## config.mk

```make
export PLATFORM = sky130hd
export DESIGN_NAME = tccw_front
export DESIGN_NICKNAME = d
export VERILOG_FILES = /design/src/design/tccw_pkg.sv /design/src/design/tccw_front.sv
export SDC_FILE = /design/constraint.sdc
export NUM_CORES = 1
export LEC_CHECK = 0
export BUFFER_PORTS_ARGS = -buffer_cell sky130_fd_sc_hd__buf_4
export CAP_MARGIN = 40
export CELL_PAD_IN_SITES_DETAIL_PLACEMENT = 2
export CELL_PAD_IN_SITES_GLOBAL_PLACEMENT = 2
export CORE_AREA = 4 4 59 61
export DETAILED_ROUTE_END_ITERATION = 7
export DIE_AREA = 0 0 63 65
export MAX_ROUTING_LAYER = met4
export PLACE_DENSITY_LB_ADDON = 0.15
export RECOVER_POWER = 100
export SETUP_SLACK_MARGIN = 0.2
export SYNTH_ARGS = -nofsm -noshare
export SYNTH_HDL_FRONTEND = slang
export SYNTH_SLANG_ARGS = --single-unit
export TNS_END_PERCENT = 100
```

## constraint.sdc

```tcl
create_clock -name vclk -period 0.8
set_input_delay 0.12 -clock vclk [all_inputs]
set_output_delay 0.12 -clock vclk [all_outputs]
set_load 0.01 [all_outputs]
```

## src/design/tccw_pkg.sv

```systemverilog
`default_nettype none
// ----------------------------------------------------------------------------
// tccw_pkg: shared types and constants of the text cell console writer
// Geometry limits, field widths, function codes, the decoded command that
// travels from front to back, and the result record.
// ----------------------------------------------------------------------------
package tccw_pkg;

  // Store geometry
  localparam int unsigned MAX_COLS = 128;
  localparam int unsigned MAX_ROWS = 64;
  localparam int unsigned DEPTH    = MAX_COLS * MAX_ROWS;
  localparam int unsigned ADDR_W   = $clog2(DEPTH);
  localparam int unsigned COL_W    = $clog2(MAX_COLS);
  localparam int unsigned ROW_W    = $clog2(MAX_ROWS);
  localparam int unsigned CNTC_W   = $clog2(MAX_COLS + 1);
  localparam int unsigned CNTR_W   = $clog2(MAX_ROWS + 1);

  // Field widths of the stream items and registers
  localparam int unsigned FUNC_W   = 3;
  localparam int unsigned CHAR_W   = 8;
  localparam int unsigned TC_W     = 7;
  localparam int unsigned TR_W     = 6;
  localparam int unsigned CFGC_W   = 8;
  localparam int unsigned CFGR_W   = 7;
  localparam int unsigned CFGD_W   = 8;

  // Widths of the cursor placement arithmetic (room for one step past the end)
  localparam int unsigned PX_W = ((CNTC_W > TC_W) ? CNTC_W : TC_W) + 1;
  localparam int unsigned PY_W = ((CNTR_W > TR_W) ? CNTR_W : TR_W) + 1;

  // Command queue
  localparam int unsigned QUEUE_DEPTH = 2;
  localparam int unsigned QPTR_W      = $clog2(QUEUE_DEPTH);
  localparam int unsigned QCNT_W      = $clog2(QUEUE_DEPTH + 1);

  // Function codes
  localparam logic [FUNC_W-1:0] FUNC_WRITE     = 3'd0;
  localparam logic [FUNC_W-1:0] FUNC_BACKSPACE = 3'd1;
  localparam logic [FUNC_W-1:0] FUNC_CLEAR     = 3'd2;
  localparam logic [FUNC_W-1:0] FUNC_MOVE      = 3'd3;
  localparam logic [FUNC_W-1:0] FUNC_READ      = 3'd4;

  // Register indexes
  localparam logic CFG_COLUMNS = 1'b0;
  localparam logic CFG_ROWS    = 1'b1;

  // Character codes
  localparam logic [CHAR_W-1:0] CH_TAB   = 8'h09;
  localparam logic [CHAR_W-1:0] CH_LF    = 8'h0A;
  localparam logic [CHAR_W-1:0] CH_CR    = 8'h0D;
  localparam logic [CHAR_W-1:0] CH_SPACE = 8'h20;
  localparam logic [CHAR_W-1:0] CH_TILDE = 8'h7E;

  typedef enum logic [2:0] {
    OP_NOP,
    OP_WRITE,
    OP_NEWLINE,
    OP_BACKSPACE,
    OP_CLEAR,
    OP_MOVE,
    OP_READ
  } op_e;

  typedef struct packed {
    op_e               op;
    logic [CHAR_W-1:0] char_code;
    logic [TC_W-1:0]   target_col;
    logic [TR_W-1:0]   target_row;
  } cmd_t;

  typedef struct packed {
    logic              did_scroll;
    logic              char_accepted;
    logic [CHAR_W-1:0] cell_value;
    logic [TR_W-1:0]   cursor_row;
    logic [TC_W-1:0]   cursor_col;
  } res_t;

endpackage
`default_nettype wire

```

## src/design/tccw_front.sv

```systemverilog
`default_nettype none
// ----------------------------------------------------------------------------
// tccw_front: input classifier
// Unpack an input transaction and decode it into a command for the back end.
// ----------------------------------------------------------------------------
module tccw_front (
  input  wire logic                          tvalid_i,
  output logic                               tready_o,
  input  wire logic [23:0]                   tdata_i,
  input  wire logic                          init_busy_i,
  output logic                               push_valid_o,
  input  wire logic                          push_ready_i,
  output tccw_pkg::cmd_t                     push_cmd_o
);

  logic [tccw_pkg::FUNC_W-1:0] func;
  logic [tccw_pkg::CHAR_W-1:0] ch;
  logic                        printable;

  assign func = tdata_i[2:0];
  assign ch   = tdata_i[10:3];

  // Hold off input during the clearing pass after reset
  assign tready_o     = push_ready_i && !init_busy_i;
  assign push_valid_o = tvalid_i && !init_busy_i;

  assign printable = (ch == tccw_pkg::CH_TAB) || (ch == tccw_pkg::CH_LF) ||
                     (ch == tccw_pkg::CH_CR) ||
                     ((ch >= tccw_pkg::CH_SPACE) && (ch <= tccw_pkg::CH_TILDE));

  always_comb begin
    push_cmd_o.char_code  = ch;
    push_cmd_o.target_col = tdata_i[17:11];
    push_cmd_o.target_row = tdata_i[23:18];
    unique case (func)
      tccw_pkg::FUNC_WRITE: begin
        if (!printable) begin
          push_cmd_o.op = tccw_pkg::OP_NOP;
        end else if (ch == tccw_pkg::CH_LF) begin
          push_cmd_o.op = tccw_pkg::OP_NEWLINE;
        end else begin
          push_cmd_o.op = tccw_pkg::OP_WRITE;
        end
      end
      tccw_pkg::FUNC_BACKSPACE: push_cmd_o.op = tccw_pkg::OP_BACKSPACE;
      tccw_pkg::FUNC_CLEAR:     push_cmd_o.op = tccw_pkg::OP_CLEAR;
      tccw_pkg::FUNC_MOVE:      push_cmd_o.op = tccw_pkg::OP_MOVE;
      tccw_pkg::FUNC_READ:      push_cmd_o.op = tccw_pkg::OP_READ;
      default:                  push_cmd_o.op = tccw_pkg::OP_NOP;
    endcase
  end

endmodule
`default_nettype wire

```

# Yosys cells after proc, flatten, opt, wreduce, memory -nomap -nowiden

Cells that the tools add are included.

Register bits after elaboration: 0
Input port bits: 27
Output and inout port bits: 26
Word-level logic and storage cells: 20

Magnitude comparators: 2
Eq/ne operators: 7
Mux-type cells: 3
Reduce and logical (&&, ||, !) cells: 8

Operators by type and width:

| kind                                                                  | count |
|---|---|
| 8-bit by 4-bit == test with 1-bit output, second input constant       | 3 |
| 3-bit one-hot mux with 5 select lines                                 | 1 |
| 8-bit by 6-bit >= comparator with 1-bit output, second input constant | 1 |
| 8-bit by 7-bit <= comparator with 1-bit output, second input constant | 1 |
| 3-bit by 2-bit == test with 1-bit output, second input constant       | 2 |
| 2-bit 2-to-1 mux                                                      | 2 |
| 3-bit by 1-bit == test with 1-bit output, second input constant       | 1 |
| 3-bit == test, second input constant                                  | 1 |
| 1-bit logical AND                                                     | 3 |
| 3-bit zero test                                                       | 1 |
| 1-bit logical OR                                                      | 3 |
| 1-bit zero test                                                       | 1 |

# Logic depth before layout (Yosys ltp)

Gate-level depths: netlist (run 1).

Word-level depth: 6
Gate-level depth with buffers: 3
Depth with buffers taken out: 3

# Least setup slack after synthesis (run 1)

Ideal clock, no wire load.

Path kind: input-to-output
From: input port tdata_i[7]
To: output port push_cmd_o[21] (netlist name)
Arrival: 0.838 ns
Required time: 0.680 ns
Slack: -0.158 ns
Stages on the path: 3
Path buffers: 0
Cell sequence: and4bb_1 > nor4_1 > nor4_1

RTL lines:

| item        | RTL line         | source |
|---|---|---|
| from (decl) | tccw_front.sv:9  | `input wire logic [23:0] tdata_i,` |
| to (decl)   | tccw_front.sv:13 | `output tccw_pkg::cmd_t push_cmd_o` |

==> flow_metrics.py, run 1 <==
metrics = {
    "logic_synthesis": {
        "netlist_top_cells_count": "21 x buf_4, 3 x nor2_1",
        "yosys-top-cells-area": "buf_4 55%, nor4b_2 10%, a211oi_1 5.2%",
        "synth.most_common_cell": "buf_4",
        "ys_types": 12,
        "synth_area_um2": 287,
        "synth_seq_area_share_pct": 0,
        "synth.top_cell.area_share_pct": 55.0,
        "syn_inst": 38,
        "yosys_warnings": 0,
        "avgSynthCellArea_um2": 7.54,
        "yosys.area.top_type": "buf_4",
        "syn-num-nets": 65,
    },
    "die": {
        "initial_core_util_pct": 9.62,
        "die_height_um": 65,
        "fp.dieArea_um2": 4100,
        "placementRows": 20,
        "core_area_um2": 2980,
        "die_w_um": 63,
        "io_pins": 53,
    },
    "layout": {
        "fin_util_pct": 18.4,
        "flops_and_latches": 0,
        "filler_cell_count": 349,
        "n_antenna_cell": 0,
        "clkbuf_count": 0,
        "seq_area_um2": 0,
        "area_growth_pct": 91.3,
        "design_area_um2": 548,
        "drive_gt1_share_pct": 70.4,
        "final_nets": 83,
    },
    "job": {
        "maxCapViolCount": 0,
    },
    "drt": {
        "drt_pre_antenna_iters": 2,
        "wirelength_um": 1010,
        "drc": 0,
        "final_antenna_net_count": 0,
        "drt-vias-per-instance": 3.60,
        "drt_iter0_markers": 3,
        "wl_per_cell_um": 11.6,
        "via_count": 313,
    },
    "placement": {
        "place_hpwl_um": 899,
        "place_area_um2": 469,
        "gp_congestion": 0.640,
        "io_buffers": 27,
        "pre_cts_ws_ns": -0.345,
    },
    "outcome": {
        "violations": "negative setup slack",
        "status": "finished, violations left",
    },
    "worst_setup_path": {
        "required_ns": 0.68,
        "critPathLaunchType": "input port",
        "endpoint_kind": "output pin",
        "crit_arrival_ns": 0.98,
        "crit_fanout": 2,
        "worstSetupPathType": "input port to output pin",
    },
    "global_route": {
        "first_global_vias": 323,
        "overflow": 0,
        "antenna_found_initial": 0,
        "grt_usage_pct": 4.72,
        "grt_max_degree": 5,
        "grt_pass1_wl_um": 1560,
    },
    "sta": {
        "setup_ws_ns": -0.299,
        "fin_crit_sh_pct": 137,
        "holdWs_ns": 0.240,
        "slew-limit-headroom_pct": 82.9,
        "clock.fmax_mhz": 910,
        "slew_violations": 0,
        "rsz0062_at_grt": "true",
        "min_period_ns": 1.10,
        "setup_viol": 3,
        "hold_viol": 0,
        "tightest_slew_ns": 0.254,
    },
    "power": {
        "power.total_mw": 0.281,
        "max-vdd-ir-drop_mv": 0.124,
        "p_leak_nw": 0.238,
        "powerDensity_nw_per_um2": 513,
    },
    "clock_tree": {
        "hold_buffers": 0,
    },
    "hold_path": {
        "min_path_type": "input port to output pin",
    },
}
==> final timing paths <==
path              slack [ns]  cells after the start        start        endpoint
setup / recovery       -0.30                      5   tdata_i[4]  push_cmd_o[21]
hold / removal          0.24                      0  tdata_i[18]   push_cmd_o[0]
==> cell type report <==
| class | instances | area (um2) | area share [%] |
|---|---|---|---|
| timing repair buffer | 37 | 319 | 58.2 |
| multi-input combinational | 17 | 188 | 34.2 |
| tap | 33 | 41.3 | 7.53 |
==> worst max-delay path: stages <==
cell	delay (ns)
buf_8	0.09
and4bb_1	0.28
nor4_2	0.05
nor4_2	0.27
buf_4	0.17
==> repair_timing <==
action,in CTS,in global routing
buffers inserted,1,0
pin swaps,3,2
setup endpoints to repair,8,5
resized for setup,23,5
==> cells in the final DEF, fill, tap and decap left out <==
cell and instances:
nor4b_4 2, clkbuf_4 1, nand3_1 1, buf_4 11
nor4_2 2, clkbuf_1 8, nor2_1 3, nor2b_4 2
a211oi_2 2, and4bb_1 1, and2b_1 1, nand4_1 1
buf_6 15, buf_8 2, mux2_4 1, nor3_1 1
==> cell families after synthesis <==
logic type | share of synthesized area (%)
AOI/OAI and AO/OA | 5.24
buffers and inverters | 55.0
muxes | 3.93
and+or+nand+nor | 35.8
==> layer usage <==
| metal | vias up | share of wire (%) | global-route usage (%) |
|---|---|---|---|
| met2 | 19 | 42 | 6.98 |
| met3 | 0 | 8.2 | 0.347 |
| met4 | 0 | 0 | 0.551 |
| li1 | 144 | - | - |
| met5 | - | 0 | - |
| met1 | 150 | 50 | 7.13 |
==> power breakdown <==
group | internal (mW) | total [mW] | leakage [nW] | switching [mW]
combinational | 0.173 | 0.281 | 0.238 | 0.108
sequential | 0 | 0 | 0 | 0
clock | 0 | 0 | 0 | 0
total | 0.173 | 0.281 | 0.238 | 0.108
==> through the flow <==
step,instances,TNS (ns)
detailed placement,86,-0.746
global route,87,-0.737
floorplan,38,-0.0698
global placement,86,-0.723
finish,87,-0.609
CTS,87,-0.687
Note: power is estimated with default switching activity, not from simulation.
==> run 2, diff against run 1 <==
Settings changed: PLACE_DENSITY_LB_ADDON 0.15 to 0.1.
==> flow_metrics.py, run 2 (synthesis gave the netlist of run 1 again) <==
metrics = {
    "die": {
        "placementRows": 20,
        "fp.dieArea_um2": 4100,
        "die_w_um": 63,
        "io_pins": 53,
        "core_area_um2": 2980,
        "die_height_um": 65,
        "initial_core_util_pct": 9.62,
    },
    "layout": {
        "layout_common_cells": "16 x buf_6, 11 x buf_4, 8 x clkbuf_1",
        "final_nets": 83,
        "n_antenna_cell": 0,
        "seq_area_um2": 0,
        "fin_util_pct": 18.3,
        "final_common_cell": "buf_6",
        "multi_input_area_um2": 188,
        "flops_and_latches": 0,
        "stdcell_count": 87,
        "design_area_um2": 544,
        "filler_cell_count": 343,
        "drive_gt1_share_pct": 70.4,
        "clkbuf_count": 0,
        "area_growth_pct": 90.0,
    },
    "sta": {
        "clock.fmax_mhz": 916,
        "setup_ws_ns": -0.292,
        "holdWs_ns": 0.240,
        "rsz0062_at_grt": "true",
        "tightest_slew_ns": 0.250,
        "slew_violations": 0,
        "slew-limit-headroom_pct": 83.2,
        "fin_crit_sh_pct": 137,
        "hold_viol": 0,
        "setup_viol": 3,
        "final.setup.tns_ns": -0.596,
        "min_period_ns": 1.09,
    },
    "power": {
        "p_switching_mw": 0.109,
        "p_int_mw": 0.170,
        "max-vdd-ir-drop_mv": 0.120,
        "combPwrFrac_pct": 100.0,
        "sequentialPowerShare_pct": 0,
        "swShare_pct": 39.1,
        "power.share.clock_pct": 0,
        "powerDensity_nw_per_um2": 514,
        "power.total_mw": 0.280,
        "p_leak_nw": 0.237,
    },
    "drt": {
        "drt_pre_antenna_iters": 2,
        "wirelength_um": 1260,
        "wl_per_cell_um": 14.4,
        "drt-vias-per-instance": 3.63,
        "drc": 0,
        "final_antenna_net_count": 0,
        "via_count": 316,
        "drt_iter0_markers": 3,
    },
    "placement": {
        "placed_cells": 85,
        "place_area_um2": 462,
        "gp_congestion": 0.751,
        "place_hpwl_um": 1150,
        "pre_cts_ws_ns": -0.329,
        "io_buffers": 27,
    },
    "job": {
        "maxCapViolCount": 0,
    },
    "global_route": {
        "grt_usage_pct": 6.41,
        "antenna_found_initial": 0,
        "grt_pass1_wl_um": 2060,
        "grt_max_degree": 5,
        "overflow": 0,
        "first_global_vias": 378,
    },
    "worst_setup_path": {
        "crit_path_cell_trace": "buf_8 -> and4bb_1 -> nor4_2 -> nor4_2 -> buf_4",
        "slowest_stage": "nor4_2",
        "worst-path-buf-inv": 2,
        "cp_num_cells": 5,
        "required_ns": 0.68,
        "worstSetupPathType": "input port to output pin",
        "slowest_delay_ns": 0.31,
        "critPathLaunchType": "input port",
        "crit_fanout": 3,
        "crit_arrival_ns": 0.97,
        "crit_path_frequent_cell": "nor4_2",
        "endpoint_kind": "output pin",
        "crit_family": "simple AND/OR/NAND/NOR gates",
    },
    "hold_path": {
        "min_path_cells": 0,
        "min_path_type": "input port to output pin",
    },
    "outcome": {
        "violations": "negative setup slack",
        "status": "finished, violations left",
    },
}
run 2: power by group through the flow:
stage               logic, mW  clock network [mW]  registers [mW]
floorplan               0.158                   0               0
global placement        0.238                   0               0
detailed placement      0.245                   0               0
CTS                     0.303                   0               0
global route            0.305                   0               0
finish                  0.280                   0               0
run 2: timing repair:
action | CTS | global route
pin swaps | 3 | 1
resized for setup | 25 | 3
buffers inserted | 1 | 1
hold buffers | 0 | 0
setup endpoints to repair | 10 | 6
run 2: worst paths after layout:
check	from	to
max	tdata_i[3]	push_cmd_o[21]
min	tdata_i[20]	push_cmd_o[2]
run 2: cell type report:
class                      count  area share, %
tap                           33           7.59
timing repair buffer          37           57.9
multi-input combinational     17           34.5
run 2: routing by layer:
layer	track usage (%)	routed length, um
met1	6.92	475
met4	0	0
met2	11.6	607
met3	2.77	173
met5	-	0
==> run 3, diff against run 2 <==
Settings changed: PLACE_DENSITY from default to 0.9, PLACE_DENSITY_LB_ADDON 0.1 to default.
==> flow_metrics.py, run 3 (synthesis gave the netlist of run 1 again) <==
metrics = {
    "global_route": {
        "grt.met2_usage_pct": 11.2,
        "first_global_vias": 365,
        "top_usage_layer": "met2",
        "grt_util_met1_pct": 5.99,
        "antenna_found_initial": 0,
        "grtUsageMet3_pct": 0.867,
        "grt_pass1_wl_um": 1840,
        "grt_usage_pct": 5.55,
        "grt_max_degree": 6,
        "overflow": 0,
    },
    "sta": {
        "fin_crit_sh_pct": 143,
        "final.setup.tns_ns": -0.667,
        "slew-limit-headroom_pct": 80.4,
        "setup_viol": 3,
        "min_period_ns": 1.14,
        "tightest_slew_ns": 0.292,
        "slew_violations": 0,
        "hold_viol": 0,
        "setup_ws_ns": -0.343,
        "rsz0062_at_grt": "true",
        "holdWs_ns": 0.240,
        "clock.fmax_mhz": 875,
    },
    "layout": {
        "stdcell_count": 85,
        "layout_common_cells": "13 x buf_6, 12 x buf_4, 8 x clkbuf_1",
        "flops_and_latches": 0,
        "drive_gt1_share_pct": 69.2,
        "clkbuf_count": 0,
        "n_antenna_cell": 0,
        "seq_area_um2": 0,
        "final_common_cell": "buf_6",
        "final_nets": 81,
        "area_growth_pct": 83.4,
    },
    "worst_setup_path": {
        "required_ns": 0.68,
        "crit_arrival_ns": 1.02,
        "critPathLaunch": "tdata_i[3]",
        "worstSetupPathType": "input port to output pin",
        "crit_fanout": 3,
        "critPathLaunchType": "input port",
        "endpoint_kind": "output pin",
    },
    "drt": {
        "wirelength_um": 1150,
        "via_count": 303,
        "drt_pre_antenna_iters": 4,
        "drc": 0,
        "wl_per_cell_um": 13.5,
        "final_antenna_net_count": 0,
        "drt_iter0_markers": 3,
        "drt-vias-per-instance": 3.56,
    },
    "power": {
        "p_int_mw": 0.163,
        "swShare_pct": 40.2,
        "powerDensity_nw_per_um2": 520,
        "max-vdd-ir-drop_mv": 0.134,
        "power.share.clock_pct": 0,
        "combPwrFrac_pct": 100.0,
        "sequentialPowerShare_pct": 0,
        "p_leak_nw": 0.227,
        "p_switching_mw": 0.110,
    },
    "placement": {
        "placed_cells": 84,
        "io_buffers": 27,
        "pre_cts_ws_ns": -0.320,
        "gp_congestion": 0.671,
        "place_hpwl_um": 935,
    },
    "die": {
        "initial_core_util_pct": 9.62,
        "die_height_um": 65,
        "fp.dieArea_um2": 4100,
        "io_pins": 53,
        "core_area_um2": 2980,
        "die_w_um": 63,
        "placementRows": 20,
    },
    "outcome": {
        "status": "finished, violations left",
        "violations": "negative setup slack",
    },
    "hold_path": {
        "min_path_type": "input port to output pin",
        "min_from": "tdata_i[18]",
    },
    "job": {
        "maxCapViolCount": 0,
    },
}
-- run 3: cell types whose count changed in the layout (fill, tap and decap cells not counted) --
cell      change
clkbuf_4      -1
buf_8         +1
buf_6         -3
buf_4         +1
-- run 3: area by class of cell --
cell class / count / area [um2]
Timing Repair Buffer: 35 / 297
Tap cell: 33 / 41.3
Multi-Input combinational cell: 17 / 188
Fill cell: 341 / 2450
-- run 3: path summary, 6_finish.rpt --
check	to	slack, ns	cells past startpoint
worst min-delay path	push_cmd_o[0]	0.24	0
worst max-delay path	push_cmd_o[21]	-0.34	5
-- run 3: repair_timing --
action                     4_1_cts  5_1_grt
pin swaps                        3        0
hold buffers                     0        0
gates resized for setup         24        2
gates cloned                     0        0
setup endpoints to repair       10        6
setup buffers                    1        0
-- run 3: layer usage --
metal	part of all wire, %	vias to the layer above
met3	5.4	0
met2	58	16
met1	36	146
met5	0	-
li1	-	141
met4	0	0
-- run 3: worst max-delay path, cell delays in order --
cell	delay [ns]
buf_8	0.10
and4bb_1	0.20
nor4_2	0.34
nor4_2	0.10
buf_4	0.16
-- run 3: power by group through the flow --
stage | combinational, mW | sequential, mW | clock, mW
floorplan | 0.158 | 0 | 0
global placement | 0.232 | 0 | 0
detailed placement | 0.240 | 0 | 0
CTS | 0.298 | 0 | 0
global route | 0.294 | 0 | 0
finish | 0.273 | 0 | 0
-- run 3: stage by stage --
stage | utilization (%) | instance area (um2) | power, mW
floorplan | - | 315 | 0.158
global placement | 15.3 | 454 | 0.232
detailed placement | 15.3 | 454 | 0.240
CTS | 18.9 | 563 | 0.298
global route | 17.6 | 526 | 0.294
finish | 17.6 | 526 | 0.273
