[src/design/tccw_pkg.sv]
`default_nettype none
// ----------------------------------------------------------------------------
// tccw_pkg: shared types and constants of the text cell console writer
// Geometry limits, field widths, function codes, the decoded command that
// travels from front to back, and the result record.
// ----------------------------------------------------------------------------
package tccw_pkg;

  // Store geometry
  localparam int unsigned MAX_COLS = 128;
  localparam int unsigned MAX_ROWS = 64;
  localparam int unsigned DEPTH    = MAX_COLS * MAX_ROWS;
  localparam int unsigned ADDR_W   = $clog2(DEPTH);
  localparam int unsigned COL_W    = $clog2(MAX_COLS);
  localparam int unsigned ROW_W    = $clog2(MAX_ROWS);
  localparam int unsigned CNTC_W   = $clog2(MAX_COLS + 1);
  localparam int unsigned CNTR_W   = $clog2(MAX_ROWS + 1);

  // Field widths of the stream items and registers
  localparam int unsigned FUNC_W   = 3;
  localparam int unsigned CHAR_W   = 8;
  localparam int unsigned TC_W     = 7;
  localparam int unsigned TR_W     = 6;
  localparam int unsigned CFGC_W   = 8;
  localparam int unsigned CFGR_W   = 7;
  localparam int unsigned CFGD_W   = 8;

  // Widths of the cursor placement arithmetic (room for one step past the end)
  localparam int unsigned PX_W = ((CNTC_W > TC_W) ? CNTC_W : TC_W) + 1;
  localparam int unsigned PY_W = ((CNTR_W > TR_W) ? CNTR_W : TR_W) + 1;

  // Command queue
  localparam int unsigned QUEUE_DEPTH = 2;
  localparam int unsigned QPTR_W      = $clog2(QUEUE_DEPTH);
  localparam int unsigned QCNT_W      = $clog2(QUEUE_DEPTH + 1);

  // Function codes
  localparam logic [FUNC_W-1:0] FUNC_WRITE     = 3'd0;
  localparam logic [FUNC_W-1:0] FUNC_BACKSPACE = 3'd1;
  localparam logic [FUNC_W-1:0] FUNC_CLEAR     = 3'd2;
  localparam logic [FUNC_W-1:0] FUNC_MOVE      = 3'd3;
  localparam logic [FUNC_W-1:0] FUNC_READ      = 3'd4;

  // Register indexes
  localparam logic CFG_COLUMNS = 1'b0;
  localparam logic CFG_ROWS    = 1'b1;

  // Character codes
  localparam logic [CHAR_W-1:0] CH_TAB   = 8'h09;
  localparam logic [CHAR_W-1:0] CH_LF    = 8'h0A;
  localparam logic [CHAR_W-1:0] CH_CR    = 8'h0D;
  localparam logic [CHAR_W-1:0] CH_SPACE = 8'h20;
  localparam logic [CHAR_W-1:0] CH_TILDE = 8'h7E;

  typedef enum logic [2:0] {
    OP_NOP,
    OP_WRITE,
    OP_NEWLINE,
    OP_BACKSPACE,
    OP_CLEAR,
    OP_MOVE,
    OP_READ
  } op_e;

  typedef struct packed {
    op_e               op;
    logic [CHAR_W-1:0] char_code;
    logic [TC_W-1:0]   target_col;
    logic [TR_W-1:0]   target_row;
  } cmd_t;

  typedef struct packed {
    logic              did_scroll;
    logic              char_accepted;
    logic [CHAR_W-1:0] cell_value;
    logic [TR_W-1:0]   cursor_row;
    logic [TC_W-1:0]   cursor_col;
  } res_t;

endpackage
`default_nettype wire

[src/design/tccw_cmd_queue.sv]
`default_nettype none
// ----------------------------------------------------------------------------
// tccw_cmd_queue: short command queue
// Decouple the classifier from the executing back end.
// ----------------------------------------------------------------------------
module tccw_cmd_queue (
  input  wire logic           clk_i,
  input  wire logic           rst_ni,
  input  wire logic           push_valid_i,
  output logic                push_ready_o,
  input  wire tccw_pkg::cmd_t push_cmd_i,
  output logic                pop_valid_o,
  input  wire logic           pop_ready_i,
  output tccw_pkg::cmd_t      pop_cmd_o
);

  tccw_pkg::cmd_t                ent_q [tccw_pkg::QUEUE_DEPTH];
  logic [tccw_pkg::QPTR_W-1:0]   wr_ptr_q, wr_ptr_d;
  logic [tccw_pkg::QPTR_W-1:0]   rd_ptr_q, rd_ptr_d;
  logic [tccw_pkg::QCNT_W-1:0]   cnt_q, cnt_d;
  logic                          push, pop;

  assign push_ready_o = (cnt_q != tccw_pkg::QCNT_W'(tccw_pkg::QUEUE_DEPTH));
  assign pop_valid_o  = (cnt_q != '0);
  assign pop_cmd_o    = ent_q[rd_ptr_q];
  assign push         = push_valid_i && push_ready_o;
  assign pop          = pop_ready_i && pop_valid_o;

  always_comb begin
    wr_ptr_d = wr_ptr_q;
    rd_ptr_d = rd_ptr_q;
    cnt_d    = cnt_q;
    if (push) begin
      wr_ptr_d = (wr_ptr_q == tccw_pkg::QPTR_W'(tccw_pkg::QUEUE_DEPTH - 1)) ?
                 '0 : wr_ptr_q + tccw_pkg::QPTR_W'(1);
    end
    if (pop) begin
      rd_ptr_d = (rd_ptr_q == tccw_pkg::QPTR_W'(tccw_pkg::QUEUE_DEPTH - 1)) ?
                 '0 : rd_ptr_q + tccw_pkg::QPTR_W'(1);
    end
    if (push && !pop) begin
      cnt_d = cnt_q + tccw_pkg::QCNT_W'(1);
    end else if (pop && !push) begin
      cnt_d = cnt_q - tccw_pkg::QCNT_W'(1);
    end
  end

  always_ff @(posedge clk_i or negedge rst_ni) begin
    if (!rst_ni) begin
      wr_ptr_q <= '0;
      rd_ptr_q <= '0;
      cnt_q    <= '0;
    end else begin
      wr_ptr_q <= wr_ptr_d;
      rd_ptr_q <= rd_ptr_d;
      cnt_q    <= cnt_d;
    end
  end

  always_ff @(posedge clk_i) begin
    if (push) begin
      ent_q[wr_ptr_q] <= push_cmd_i;
    end
  end

endmodule
`default_nettype wire

[config.mk]
export PLATFORM = sky130hd
export DESIGN_NAME = tccw_cmd_queue
export DESIGN_NICKNAME = d
export VERILOG_FILES = /design/src/design/tccw_pkg.sv /design/src/design/tccw_cmd_queue.sv
export SDC_FILE = /design/constraint.sdc
export NUM_CORES = 1
export LEC_CHECK = 0
export ABC_AREA = 1
export ABC_CLOCK_PERIOD_IN_PS = 2500
export CAP_MARGIN = 20
export CORE_MARGIN = 4
export CORE_UTILIZATION = 60
export DETAILED_ROUTE_END_ITERATION = 8
export DONT_BUFFER_PORTS = 1
export GPL_TIMING_DRIVEN = 0
export MAX_ROUTING_LAYER = met4
export PLACE_DENSITY = 0.8
export SLEW_MARGIN = 20
export SYNTH_ARGS = -nofsm -noshare
export SYNTH_HDL_FRONTEND = slang
export SYNTH_SLANG_ARGS = --single-unit
[constraint.sdc]
create_clock -name clk_i -period 2.5 [get_ports clk_i]
set_input_delay 0.5 -clock clk_i [delete_from_list [all_inputs] [get_ports clk_i]]
set_output_delay 0.5 -clock clk_i [all_outputs]
set_load 0.02 [all_outputs]
# Word-level counts from Yosys, hierarchy flattened
# Memory sizes are Yosys's and may differ from the RTL's.
# Index checks and enable logic that the tools add are counted.
dict set report totals {
  register_bits 4
  ramBits 48
  in_bits 28
  out_inout_bits 26
  wordCells 23
  n_memories 1
}
dict set report op_classes {
  n_addsub 4
  n_eq_ne 1
  n_mux 6
  n_reduce_logical 8
}
# name words word_bits rd rd_ports_with_merged_regs wr line
set memory_table {}
lappend memory_table {ent_q 2 24 1 0 1 tccw_cmd_queue.sv:17} ;# tccw_pkg::cmd_t ent_q [tccw_pkg::QUEUE_DEPTH];
# operator count
set ops {}
lappend ops {{$logic_and A1 B1 Y1} 4}
lappend ops {{$mux W1} 4}
lappend ops {{$mux W2} 2}
lappend ops {{$reduce_bool A2 Y1} 2}
lappend ops {{$add A1 B1 Y1 const B} 2}
lappend ops {{$add A2 B1 Y2 const B} 1}
lappend ops {{$logic_not A1 Y1} 2}
lappend ops {{$ne A2 B2 Y1 const B} 1}
lappend ops {{$sub A2 B1 Y2 const B} 1}

# Logic depth before layout (Yosys ltp)
# Gate-level depths: netlist (run 1).
dict set report logic_depth {
  depth_word 6
  ltp_mapped 10
  mapped_depth_nobuf 10
}

# Least setup slack after synthesis (run 1)
# OpenSTA, ideal clock, no wires.
dict set report synth_timing {
  kind {register -> register}
  start {register cnt_q[0] in the netlist's numbering}
  end {memory ent_q[0][0] in the netlist's numbering (enable)}
  setup_time_ns 0.405
  arrival_ns 1.643
  required_ns 2.095
  slack_ns 0.452
  stages_incl_launch_ff 5
  n_path_buf 0
  period_less_slack_ns 2.048
  cell_sequence {dfrtp_1 -> inv_2 -> nand2_4 -> nand2_4 -> nor2_1}
}
dict set report synth_between {
  elab_chain_len 4
}
# item line
set synth_lines {}
lappend synth_lines {{start: declaration} tccw_cmd_queue.sv:20} ;# logic [tccw_pkg::QCNT_W-1:0] cnt_q, cnt_d;
lappend synth_lines {{start signal: assignment} tccw_cmd_queue.sv:56} ;# cnt_q <= cnt_d;
lappend synth_lines {{$ne A2 B2 Y1} tccw_cmd_queue.sv:23} ;# assign push_ready_o = (cnt_q != tccw_pkg::QCNT_W'(tccw_pkg::QUEUE_DEPTH));
lappend synth_lines {{via push_ready_o} tccw_cmd_queue.sv:10} ;# output logic push_ready_o,
lappend synth_lines {{$logic_and A1 B1 Y1} tccw_cmd_queue.sv:26} ;# assign push = push_valid_i && push_ready_o;
lappend synth_lines {{$mux W1} tccw_cmd_queue.sv:61} ;# if (push) begin
lappend synth_lines {{$mux W1 (implied by the code)} tccw_cmd_queue.sv:62} ;# ent_q[wr_ptr_q] <= push_cmd_i;
lappend synth_lines {{end: declaration} tccw_cmd_queue.sv:17}
# The timed path passes the listed nets, and every way through them passes these cells.

==> results of run 1 <==
-- sequential cells by signal, indices dropped and copies added, names as in the netlist --
register and count:
wr_ptr_q 1, ent_q 48, rd_ptr_q 1, cnt_q 2
-- synthesized netlist by cell type (all sizes together) --
cell / n
buf: 3
clkbuf: 2
dfrtp: 4
edfxtp: 48
ha: 1
inv: 7
nand2: 82
nand3: 2
nand4: 1
nor2: 2
xnor2: 1
xor2: 1
-- critical path, delay by kind of cell, from the launching register on --
| kind | cells | cell delay, ps |
|---|---|---|
| simple gates | 2 | 260 |
| buf+inv | 3 | 350 |
| flops | 1 | 410 |
-- power breakdown --
| group | switching [mW] | leakage (nW) | internal [mW] |
|---|---|---|---|
| Combinational | 0.791 | 0.347 | 0.263 |
| Clock | 0.232 | 0.0513 | 0.306 |
| Sequential | 0.0754 | 0.494 | 1.20 |
-- routing by layer --
| metal | wire length (µm) | part of all wire (%) | up-vias | track usage (%) |
|---|---|---|---|---|
| met3 | 322 | 9.5 | 11 | 5.78 |
| met2 | 1860 | 55 | 52 | 32.6 |
| met4 | 108 | 3.2 | 0 | 10.9 |
| met1 | 1080 | 32 | 514 | 16.2 |
| li1 | - | - | 523 | - |
| met5 | 0 | 0 | - | - |
-- worst max path at each step --
stage | end | cells after the start | slack [ps] | from
floorplan | ent_q[0][0] | 4 | 450 | cnt_q[0]
global placement | ent_q[0][6] | 4 | -40 | cnt_q[0]
detailed placement | ent_q[0][21] | 4 | 870 | cnt_q[0]
CTS | pop_cmd_o[18] | 5 | 570 | rd_ptr_q
global route | pop_cmd_o[18] | 5 | 520 | rd_ptr_q
finish | pop_cmd_o[18] | 5 | 620 | rd_ptr_q
-- logic make-up after synthesis --
kind of cell / synth area share, %
buffers and inverters: 4.85
XOR/XNOR: 1.23
AND/OR/NAND/NOR: 17.7
adder cells (fa/ha/maj): 0.613
flip-flops: 75.6
-- per-stage QoR --
stage | util, % | cells | total power, mW
2_1_floorplan | - | 154 | 2.16
3_3_place_gp | 66.4 | 198 | 2.30
3_5_place_dp | 66.9 | 198 | 2.36
4_1_cts | 70.3 | 206 | 2.90
5_1_grt | 70.3 | 206 | 3.04
6_report | 70.3 | 206 | 2.86
-- area by class of cell --
cell class                      count  area share, %
Inverter                            7           1.52
Timing Repair Buffer                1          0.451
Clock buffer                        5           1.69
Multi-Input combinational cell     90           18.7
Buffer                              5           2.93
Sequential cell                    52           69.5
Tap cell                           44           2.48
Clock inverter                      2           2.71
-- what timing repair did --
| action | CTS | global route |
|---|---|---|
| setup buffers | 0 | 0 |
| hold buffers | 1 | 0 |
| hold endpoints to repair | 4 | 0 |
| endpoints found under the setup margin | 0 | 0 |
==> flow_metrics.env, run 1 <==
export IMPL_area_growth_pct=8.71
export IMPL_layout_nets=191
export IMPL_multi_input_area_um2=414
export IMPL_clock_path_buffers=2
export IMPL_io_pins=54
export IMPL_timing_fmax_mhz=531
export IMPL_postSynthCellCount=154
export IMPL_finalCriticalPeriod_ps=1880
export IMPL_rsz0062_at_grt="false"
export IMPL_worstHoldPathCells=0
export IMPL_clock_skew_ps=4.59
export IMPL_synthDistinctLibCells=17
export IMPL_tns_ps=0
export IMPL_htreeDepth=2
export IMPL_coreArea_um2=3150
export IMPL_antenna_found_initial=0
export IMPL_mostFrequentLayoutCells="74 x nand2_1, 48 x edfxtp_1, 6 x nand2_2, 5 x clkbuf_4"
export IMPL_num_vias=1100
export IMPL_ir_worst_vdd_mv=0.937
export IMPL_crit_fanout=10
export IMPL_synth_top_area_share_pct=70.7
export IMPL_ctsResizeCount=0
export IMPL_fillCellCount=219
export IMPL_gp_congestion=0.661
export IMPL_grt_usage_pct=18.1
export IMPL_drv_cap=0
export IMPL_cts_tree="yes"
export IMPL_dr_pass1_iters=4
export IMPL_r2r_end="ent_q[0][12]"
export IMPL_clkTransAtPathRegs_ps=130
export IMPL_final_common_cell="nand2_1"
export IMPL_status="finished, final reports clean"
export IMPL_placed_cell_area_um2=2110
export IMPL_synth_area_um2=2040
export IMPL_io_buffer_count=0
export IMPL_cts_root_buf="clkbuf_4"
export IMPL_holdPathEnd="ent_q[1][10]"
export IMPL_cpPeakStageDelay_ps=410
export IMPL_setup_ws_ps=616
export IMPL_grt_pass1_wl_mm=5.49
export IMPL_die_width_um=66.3
export IMPL_dp_hpwl_mm=2.33
export IMPL_worst_slew_pin_slew_ps=678
export IMPL_final_hold_violation_count=0
export IMPL_drt_iter0_drc=69
export IMPL_end_kind="output port"
export IMPL_wl_per_cell_um=16.4
export IMPL_start_util_pct=64.7
export IMPL_avgSynthCellArea_um2=13.2
export IMPL_viasPerCell=5.34
export IMPL_diodes=0
export IMPL_synth_seq_area_share_pct=75.6
export IMPL_synth_largest_area_cell="edfxtp_1"
export IMPL_cpMaxStageDelayCell="dfrtp_1"
export IMPL_worst_endpoint_required_ps=2000
export IMPL_reg2reg_depth=4
export IMPL_grt_start_max_net_pins=25
export IMPL_ys_seq_elements=52
export IMPL_ant_nets=0
export IMPL_synthTopCellsByArea="edfxtp_1 71%, nand2_1 14%, dfrtp_1 4.9%"
export IMPL_final_layout_size_suffix_gt1_share_pct=16.0
export IMPL_ys_warn_count=0
export IMPL_grt_pass1_vias=1226
export IMPL_cts_buffers=5
export IMPL_fin_area_um2=2220
export IMPL_syn_nets=183
export IMPL_p_leak_nw=0.892
export IMPL_rows=20
export IMPL_seq_area_um2=1540
export IMPL_critical_path_class="reg -> out"
export IMPL_power_density_nw_per_um2=1290
export IMPL_critical_path_arrival_ps=1380
export IMPL_report_final_setup_viol=0
export IMPL_slew_headroom_pct=54.7
export IMPL_path_cells="buf_6 > inv_8 > buf_6 > nand2_1 > nand2_1"
export IMPL_die_height_um=66.3
export IMPL_hp_class="in -> reg"
export IMPL_drc=0
export IMPL_worstSetupStartpointType="flop"
export IMPL_slew_viol_final=0
export IMPL_pre_cts_ws_ps=875
export IMPL_clock_sinks=52
export IMPL_final_min_period_over_clock_period_pct=75.3
export IMPL_dieArea_um2=4400
export IMPL_r2r_start="cnt_q[0]"
export IMPL_overflow=0
export IMPL_hold_path_startpoint="push_cmd_i[10]"
export IMPL_worst_hold_slack_ps=225
export IMPL_clock_latency_ps=360
export IMPL_wirelength_mm=3.37
export IMPL_reg2reg_slack_ps=880
(Power assumes the default switching activity.)
==> run 2: changes to the inputs <==
--- a/config.mk
+++ b/config.mk
@@ -6,7 +6,7 @@
 export NUM_CORES = 1
 export LEC_CHECK = 0
 export ABC_AREA = 1
-export ABC_CLOCK_PERIOD_IN_PS = 2500
+export ABC_CLOCK_PERIOD_IN_PS = 1800
 export CAP_MARGIN = 20
 export CORE_MARGIN = 4
 export CORE_UTILIZATION = 60
==> constraint.sdc (replaced) <==
create_clock -name clk_i -period 1.8 [get_ports clk_i]
set_input_delay 0.36 -clock clk_i [delete_from_list [all_inputs] [get_ports clk_i]]
set_output_delay 0.36 -clock clk_i [all_outputs]
set_load 0.02 [all_outputs]
==> run 2 against run 1 <==
Flip-flop and latch count unchanged. Global-route usage unchanged. Hold slack worse by 140 ps. Via count down 1.6%. Count of clock-buffer cells in the layout unchanged. Routed wire length up 2.3%. First-iteration DRC count unchanged. Setup slack worse by 540 ps. Combinational power up 46%. Clock power up 40%. Register-to-register slack worse by 690 ps.
==> flow_metrics.env, run 2 (synthesis results as in run 1) <==
export IMPL_status="finished, final reports clean"
export IMPL_clkTransAtPathRegs_ps=130
export IMPL_regMostFlops="ent_q"
export IMPL_hold_path_startpoint="push_cmd_i[10]"
export IMPL_grt_usage_pct=18.1
export IMPL_pwr_share_clk_pct=18.6
export IMPL_slew_viol_final=0
export IMPL_final_layout_size_suffix_gt1_share_pct=23.5
export IMPL_clock_sinks=52
export IMPL_layout_nets=191
export IMPL_htreeDepth=2
export IMPL_cp_top_family="flip-flops"
export IMPL_largest_register_ffs=48
export IMPL_diodes=0
export IMPL_dp_hpwl_mm=2.33
export IMPL_die_height_um=66.3
export IMPL_final_min_period_over_clock_period_pct=95.5
export IMPL_hp_class="in -> reg"
export IMPL_cp_startpoint="rd_ptr_q"
export IMPL_top_regs="ent_q (48), cnt_q (2)"
export IMPL_p_leak_nw=0.891
export IMPL_die_width_um=66.3
export IMPL_top_layer="met4"
export IMPL_r2r_start="cnt_q[0]"
export IMPL_met2_length_mm=1.83
export IMPL_ant_nets=0
export IMPL_setup_ws_ps=81.2
export IMPL_overflow=0
export IMPL_cts_tree="yes"
export IMPL_cts_buffers=5
export IMPL_worstSetupStartpointType="flop"
export IMPL_cpMostUsedCell="nand2_1"
export IMPL_mostFrequentLayoutCells="62 x nand2_1, 48 x edfxtp_1, 18 x nand2_2, 5 x clkbuf_4"
export IMPL_num_vias=1082
export IMPL_timing_fmax_mhz=582
export IMPL_wl_met1_mm=1.19
export IMPL_grt_pass1_wl_mm=5.49
export IMPL_report_final_setup_viol=0
export IMPL_cpMaxStageDelayCell="dfrtp_1"
export IMPL_slew_headroom_pct=54.7
export IMPL_antenna_found_initial=0
export IMPL_io_pins=54
export IMPL_grt_start_max_net_pins=25
export IMPL_critical_path_class="reg -> out"
export IMPL_rsz0062_at_grt="false"
export IMPL_post_cts_setup_buffers=0
export IMPL_grt_pass1_vias=1226
export IMPL_pwr_share_seq_pct=43.6
export IMPL_ir_worst_vdd_mv=1.31
export IMPL_end_kind="output port"
export IMPL_pwr_share_comb_pct=37.8
export IMPL_wirelength_mm=3.45
export IMPL_path_cells="buf_6 > inv_8 > buf_8 > nand2_1 > nand2_1"
export IMPL_final_common_cell="nand2_1"
export IMPL_wl_met3_um=301
export IMPL_start_util_pct=64.7
export IMPL_dr_pass1_iters=4
export IMPL_clock_path_buffers=2
export IMPL_rows=20
export IMPL_io_buffer_count=0
export IMPL_worst_slew_pin_slew_ps=677
export IMPL_final_util_pct=71.3
export IMPL_power_density_nw_per_um2=1800
export IMPL_critical_path_arrival_ps=1360
export IMPL_drt_iter0_drc=69
export IMPL_coreArea_um2=3150
export IMPL_gp_congestion=0.661
export IMPL_p_int_mw=2.48
export IMPL_tns_ps=0
export IMPL_switching_share_pct=38.8
export IMPL_path_buf_inv=3
export IMPL_final_hold_violation_count=0
export IMPL_clock_latency_ps=360
export IMPL_cpPeakStageDelay_ps=410
export IMPL_pre_cts_ws_ps=175
export IMPL_drv_cap=0
export IMPL_worst_endpoint_required_ps=1440
export IMPL_area_growth_pct=10.2
export IMPL_crit_fanout=10
export IMPL_clock_skew_ps=6.89
export IMPL_cts_root_buf="clkbuf_4"
export IMPL_p_sw_mw=1.57
export IMPL_viasPerCell=5.25
export IMPL_dieArea_um2=4400
export IMPL_finalCriticalPeriod_ps=1720
export IMPL_drc=0
export IMPL_wl_per_cell_um=16.7
[run 2: timing repair]
item,4_1_cts,5_1_grt
hold endpoints to repair,4,0
hold buffers,1,0
gates resized for setup,0,12
setup endpoints to repair,0,12
[run 2: power by group through the flow]
stage | Sequential [mW] | Clock [mW] | Combinational (mW)
global placement | 1.78 | 0 | 1.41
global route | 1.79 | 0.821 | 1.68
detailed placement | 1.79 | 0 | 1.49
CTS | 1.77 | 0.771 | 1.49
floorplan | 1.77 | 0 | 1.23
finish | 1.77 | 0.752 | 1.53
[run 2: through the flow]
step | instances | total power [mW] | hold slack, ps | area, µm²
finish | 206 | 4.05 | 82.9 | 2250
CTS | 206 | 4.03 | 63.3 | 2220
detailed placement | 198 | 3.28 | 64.5 | 2110
global route | 206 | 4.29 | 47.1 | 2250
global placement | 198 | 3.19 | 64.5 | 2090
floorplan | 154 | 3.00 | 64.4 | 2040
[run 2: final cells by class]
class	count	area, µm²
flip-flops and latches	52	1540
well taps	44	55.1
repair buffers	1	10.0
plain buffers	5	65.1
multi-input cells	90	444
fillers	216	906
inverters	7	33.8
clock inverters	2	60.1
clock buffers	5	37.5
[run 2: final timing paths]
kind	to	slack (ps)	cells after the start
min reg2reg	cnt_q[0]	540	1
max reg2reg	ent_q[0][1]	190	4
min in group asynchronous	cnt_q[0]	270	1
max in group asynchronous	wr_ptr_q	1350	1
min	ent_q[1][10]	80	0
max	pop_cmd_o[22]	80	5
[run 2: routing by layer]
layer / GRT usage [%] / vias to the layer above
met5: - / -
met4: 10.9 / 0
met3: 5.78 / 13
met2: 32.6 / 45
met1: 16.2 / 499
li1: - / 525
==> run 3: changes to the inputs <==
--- a/config.mk
+++ b/config.mk
@@ -10,6 +10,7 @@
 export CAP_MARGIN = 20
 export CORE_MARGIN = 4
 export CORE_UTILIZATION = 60
+export CTS_BUF_LIST = sky130_fd_sc_hd__clkbuf_8
 export DETAILED_ROUTE_END_ITERATION = 8
 export DONT_BUFFER_PORTS = 1
 export GPL_TIMING_DRIVEN = 0
==> run 3 against run 2 <==
Routed wire length down 1.7%. First-iteration DRC count is 10% higher. Critical path type unchanged. Highest routed layer unchanged. Maximum frequency up 3.5%.
==> flow_metrics.env, run 3 (synthesis results as in run 1) <==
export IMPL_antenna_found_initial=0
export IMPL_cpPeakStageDelay_ps=390
export IMPL_dp_hpwl_mm=2.33
export IMPL_switching_share_pct=37.4
export IMPL_tns_ps=0
export IMPL_reg2reg_slack_ps=180
export IMPL_start_util_pct=64.7
export IMPL_final_layout_size_suffix_gt1_share_pct=16.0
export IMPL_regMostFlops="ent_q"
export IMPL_drc=0
export IMPL_finalCriticalPeriod_ps=1660
export IMPL_status="finished, final reports clean"
export IMPL_diodes=0
export IMPL_io_buffer_count=0
export IMPL_clock_sinks=52
export IMPL_grt_pass1_vias=1217
export IMPL_viasPerCell=5.24
export IMPL_seq_area_um2=1540
export IMPL_wirelength_mm=3.39
export IMPL_io_pins=54
export IMPL_num_vias=1080
export IMPL_r2r_start="cnt_q[0]"
export IMPL_worst_slew_pin_slew_ps=688
export IMPL_cpMaxStageDelayCell="dfrtp_1"
export IMPL_rsz0062_at_grt="false"
export IMPL_fin_area_um2=2250
export IMPL_worst_hold_slack_ps=155
export IMPL_critical_path_arrival_ps=1300
export IMPL_area_growth_pct=10.2
export IMPL_post_cts_setup_buffers=0
export IMPL_gp_congestion=0.661
export IMPL_place_inst=198
export IMPL_crit_fanout=10
export IMPL_clock_latency_ps=290
export IMPL_cp_startpoint="rd_ptr_q"
export IMPL_top_regs="ent_q (48), cnt_q (2)"
export IMPL_ir_worst_vdd_mv=1.42
export IMPL_pwr_share_seq_pct=43.0
export IMPL_instances_no_fill=206
export IMPL_path_cells="buf_6 > inv_8 > buf_6 > nand2_1 > nand2_1"
export IMPL_r2r_end="ent_q[1][8]"
export IMPL_critPathCapture="pop_cmd_o[18]"
export IMPL_ant_nets=0
export IMPL_final_hold_violation_count=0
export IMPL_rows=20
export IMPL_worst_endpoint_required_ps=1440
export IMPL_final_util_pct=71.3
export IMPL_cp_top_family="flip-flops"
export IMPL_die_height_um=66.3
export IMPL_slew_viol_final=0
export IMPL_p_sw_mw=1.54
export IMPL_cts_buffers=5
export IMPL_final_min_period_over_clock_period_pct=92.2
export IMPL_pwr_share_clk_pct=21.4
export IMPL_dr_pass1_iters=5
export IMPL_timing_fmax_mhz=602
export IMPL_cts_root_buf="clkbuf_8"
export IMPL_coreArea_um2=3150
export IMPL_drv_cap=0
export IMPL_p_int_mw=2.57
export IMPL_fillCellCount=218
export IMPL_overflow=0
export IMPL_largest_register_ffs=48
export IMPL_ctsResizeCount=0
export IMPL_power_density_nw_per_um2=1830
export IMPL_path_buf_inv=3
export IMPL_worstSetupStartpointType="flop"
export IMPL_htreeDepth=2
export IMPL_critical_path_class="reg -> out"
export IMPL_grt_start_max_net_pins=25
export IMPL_pwr_share_comb_pct=35.6
export IMPL_ctsHoldBuffers=1
export IMPL_path_depth=5
export IMPL_cts_tree="yes"
export IMPL_drt_iter0_drc=76
export IMPL_layout_nets=191
export IMPL_placed_cell_area_um2=2110
export IMPL_clock_path_buffers=2
export IMPL_report_final_setup_viol=0
export IMPL_die_width_um=66.3
export IMPL_dieArea_um2=4400
export IMPL_hp_class="in -> reg"
export IMPL_p_leak_nw=0.905
export IMPL_slew_headroom_pct=54.1
export IMPL_wl_per_cell_um=16.5
export IMPL_clkTransAtPathRegs_ps=80
export IMPL_hold_path_startpoint="push_cmd_i[16]"
export IMPL_reg2reg_depth=4
export IMPL_mostFrequentLayoutCells="74 x nand2_1, 48 x edfxtp_1, 7 x clkbuf_8, 6 x nand2_2"
export IMPL_end_kind="output port"
export IMPL_multi_input_area_um2=414
export IMPL_grt_pass1_wl_mm=5.49
export IMPL_grt_usage_pct=18.0
export IMPL_final_common_cell="nand2_1"
export IMPL_clock_skew_ps=2.05
[run 3: how the worst min path moves through the flow]
stage              endpoint  slack [ps]  depth (start not counted)
2_1_floorplan      cnt_q[0]          60                          0
3_3_place_gp       rd_ptr_q          60                          0
3_5_place_dp       rd_ptr_q          60                          0
4_1_cts        ent_q[0][22]         140                          0
5_1_grt        ent_q[1][10]         130                          0
6_report       ent_q[1][16]         160                          0
[run 3: routing by layer]
layer / up-vias / track usage [%] / share of wire [%]
li1: 519 / - / -
met1: 512 / 16.2 / 34
met2: 41 / 32.6 / 55
met3: 8 / 7.31 / 9.3
met4: 0 / 7.87 / 2.3
met5: - / - / 0
[run 3: area by class of cell]
class	instances	share of cell area [%]
Buffer	5	2.89
Clock buffer	5	3.06
Clock inverter	2	2.67
Inverter	7	1.50
Multi-Input combinational cell	90	18.4
Sequential cell	52	68.6
Tap cell	44	2.45
Timing Repair Buffer	1	0.445
[run 3: power groups by stage]
stage	Sequential, mW	Combinational [mW]	Clock [mW]
finish	1.77	1.47	0.880
global route	1.79	1.61	0.957
CTS	1.77	1.49	0.903
detailed placement	1.79	1.49	0
global placement	1.78	1.41	0
floorplan	1.77	1.23	0
[run 3: through the flow]
stage                     total power [mW]  worst slack, ps
after floorplan                       3.00             -248
after global placement                3.19             -740
after detailed placement              3.28              175
after CTS                             4.17              103
after global routing                  4.36             46.6
final                                 4.11              140
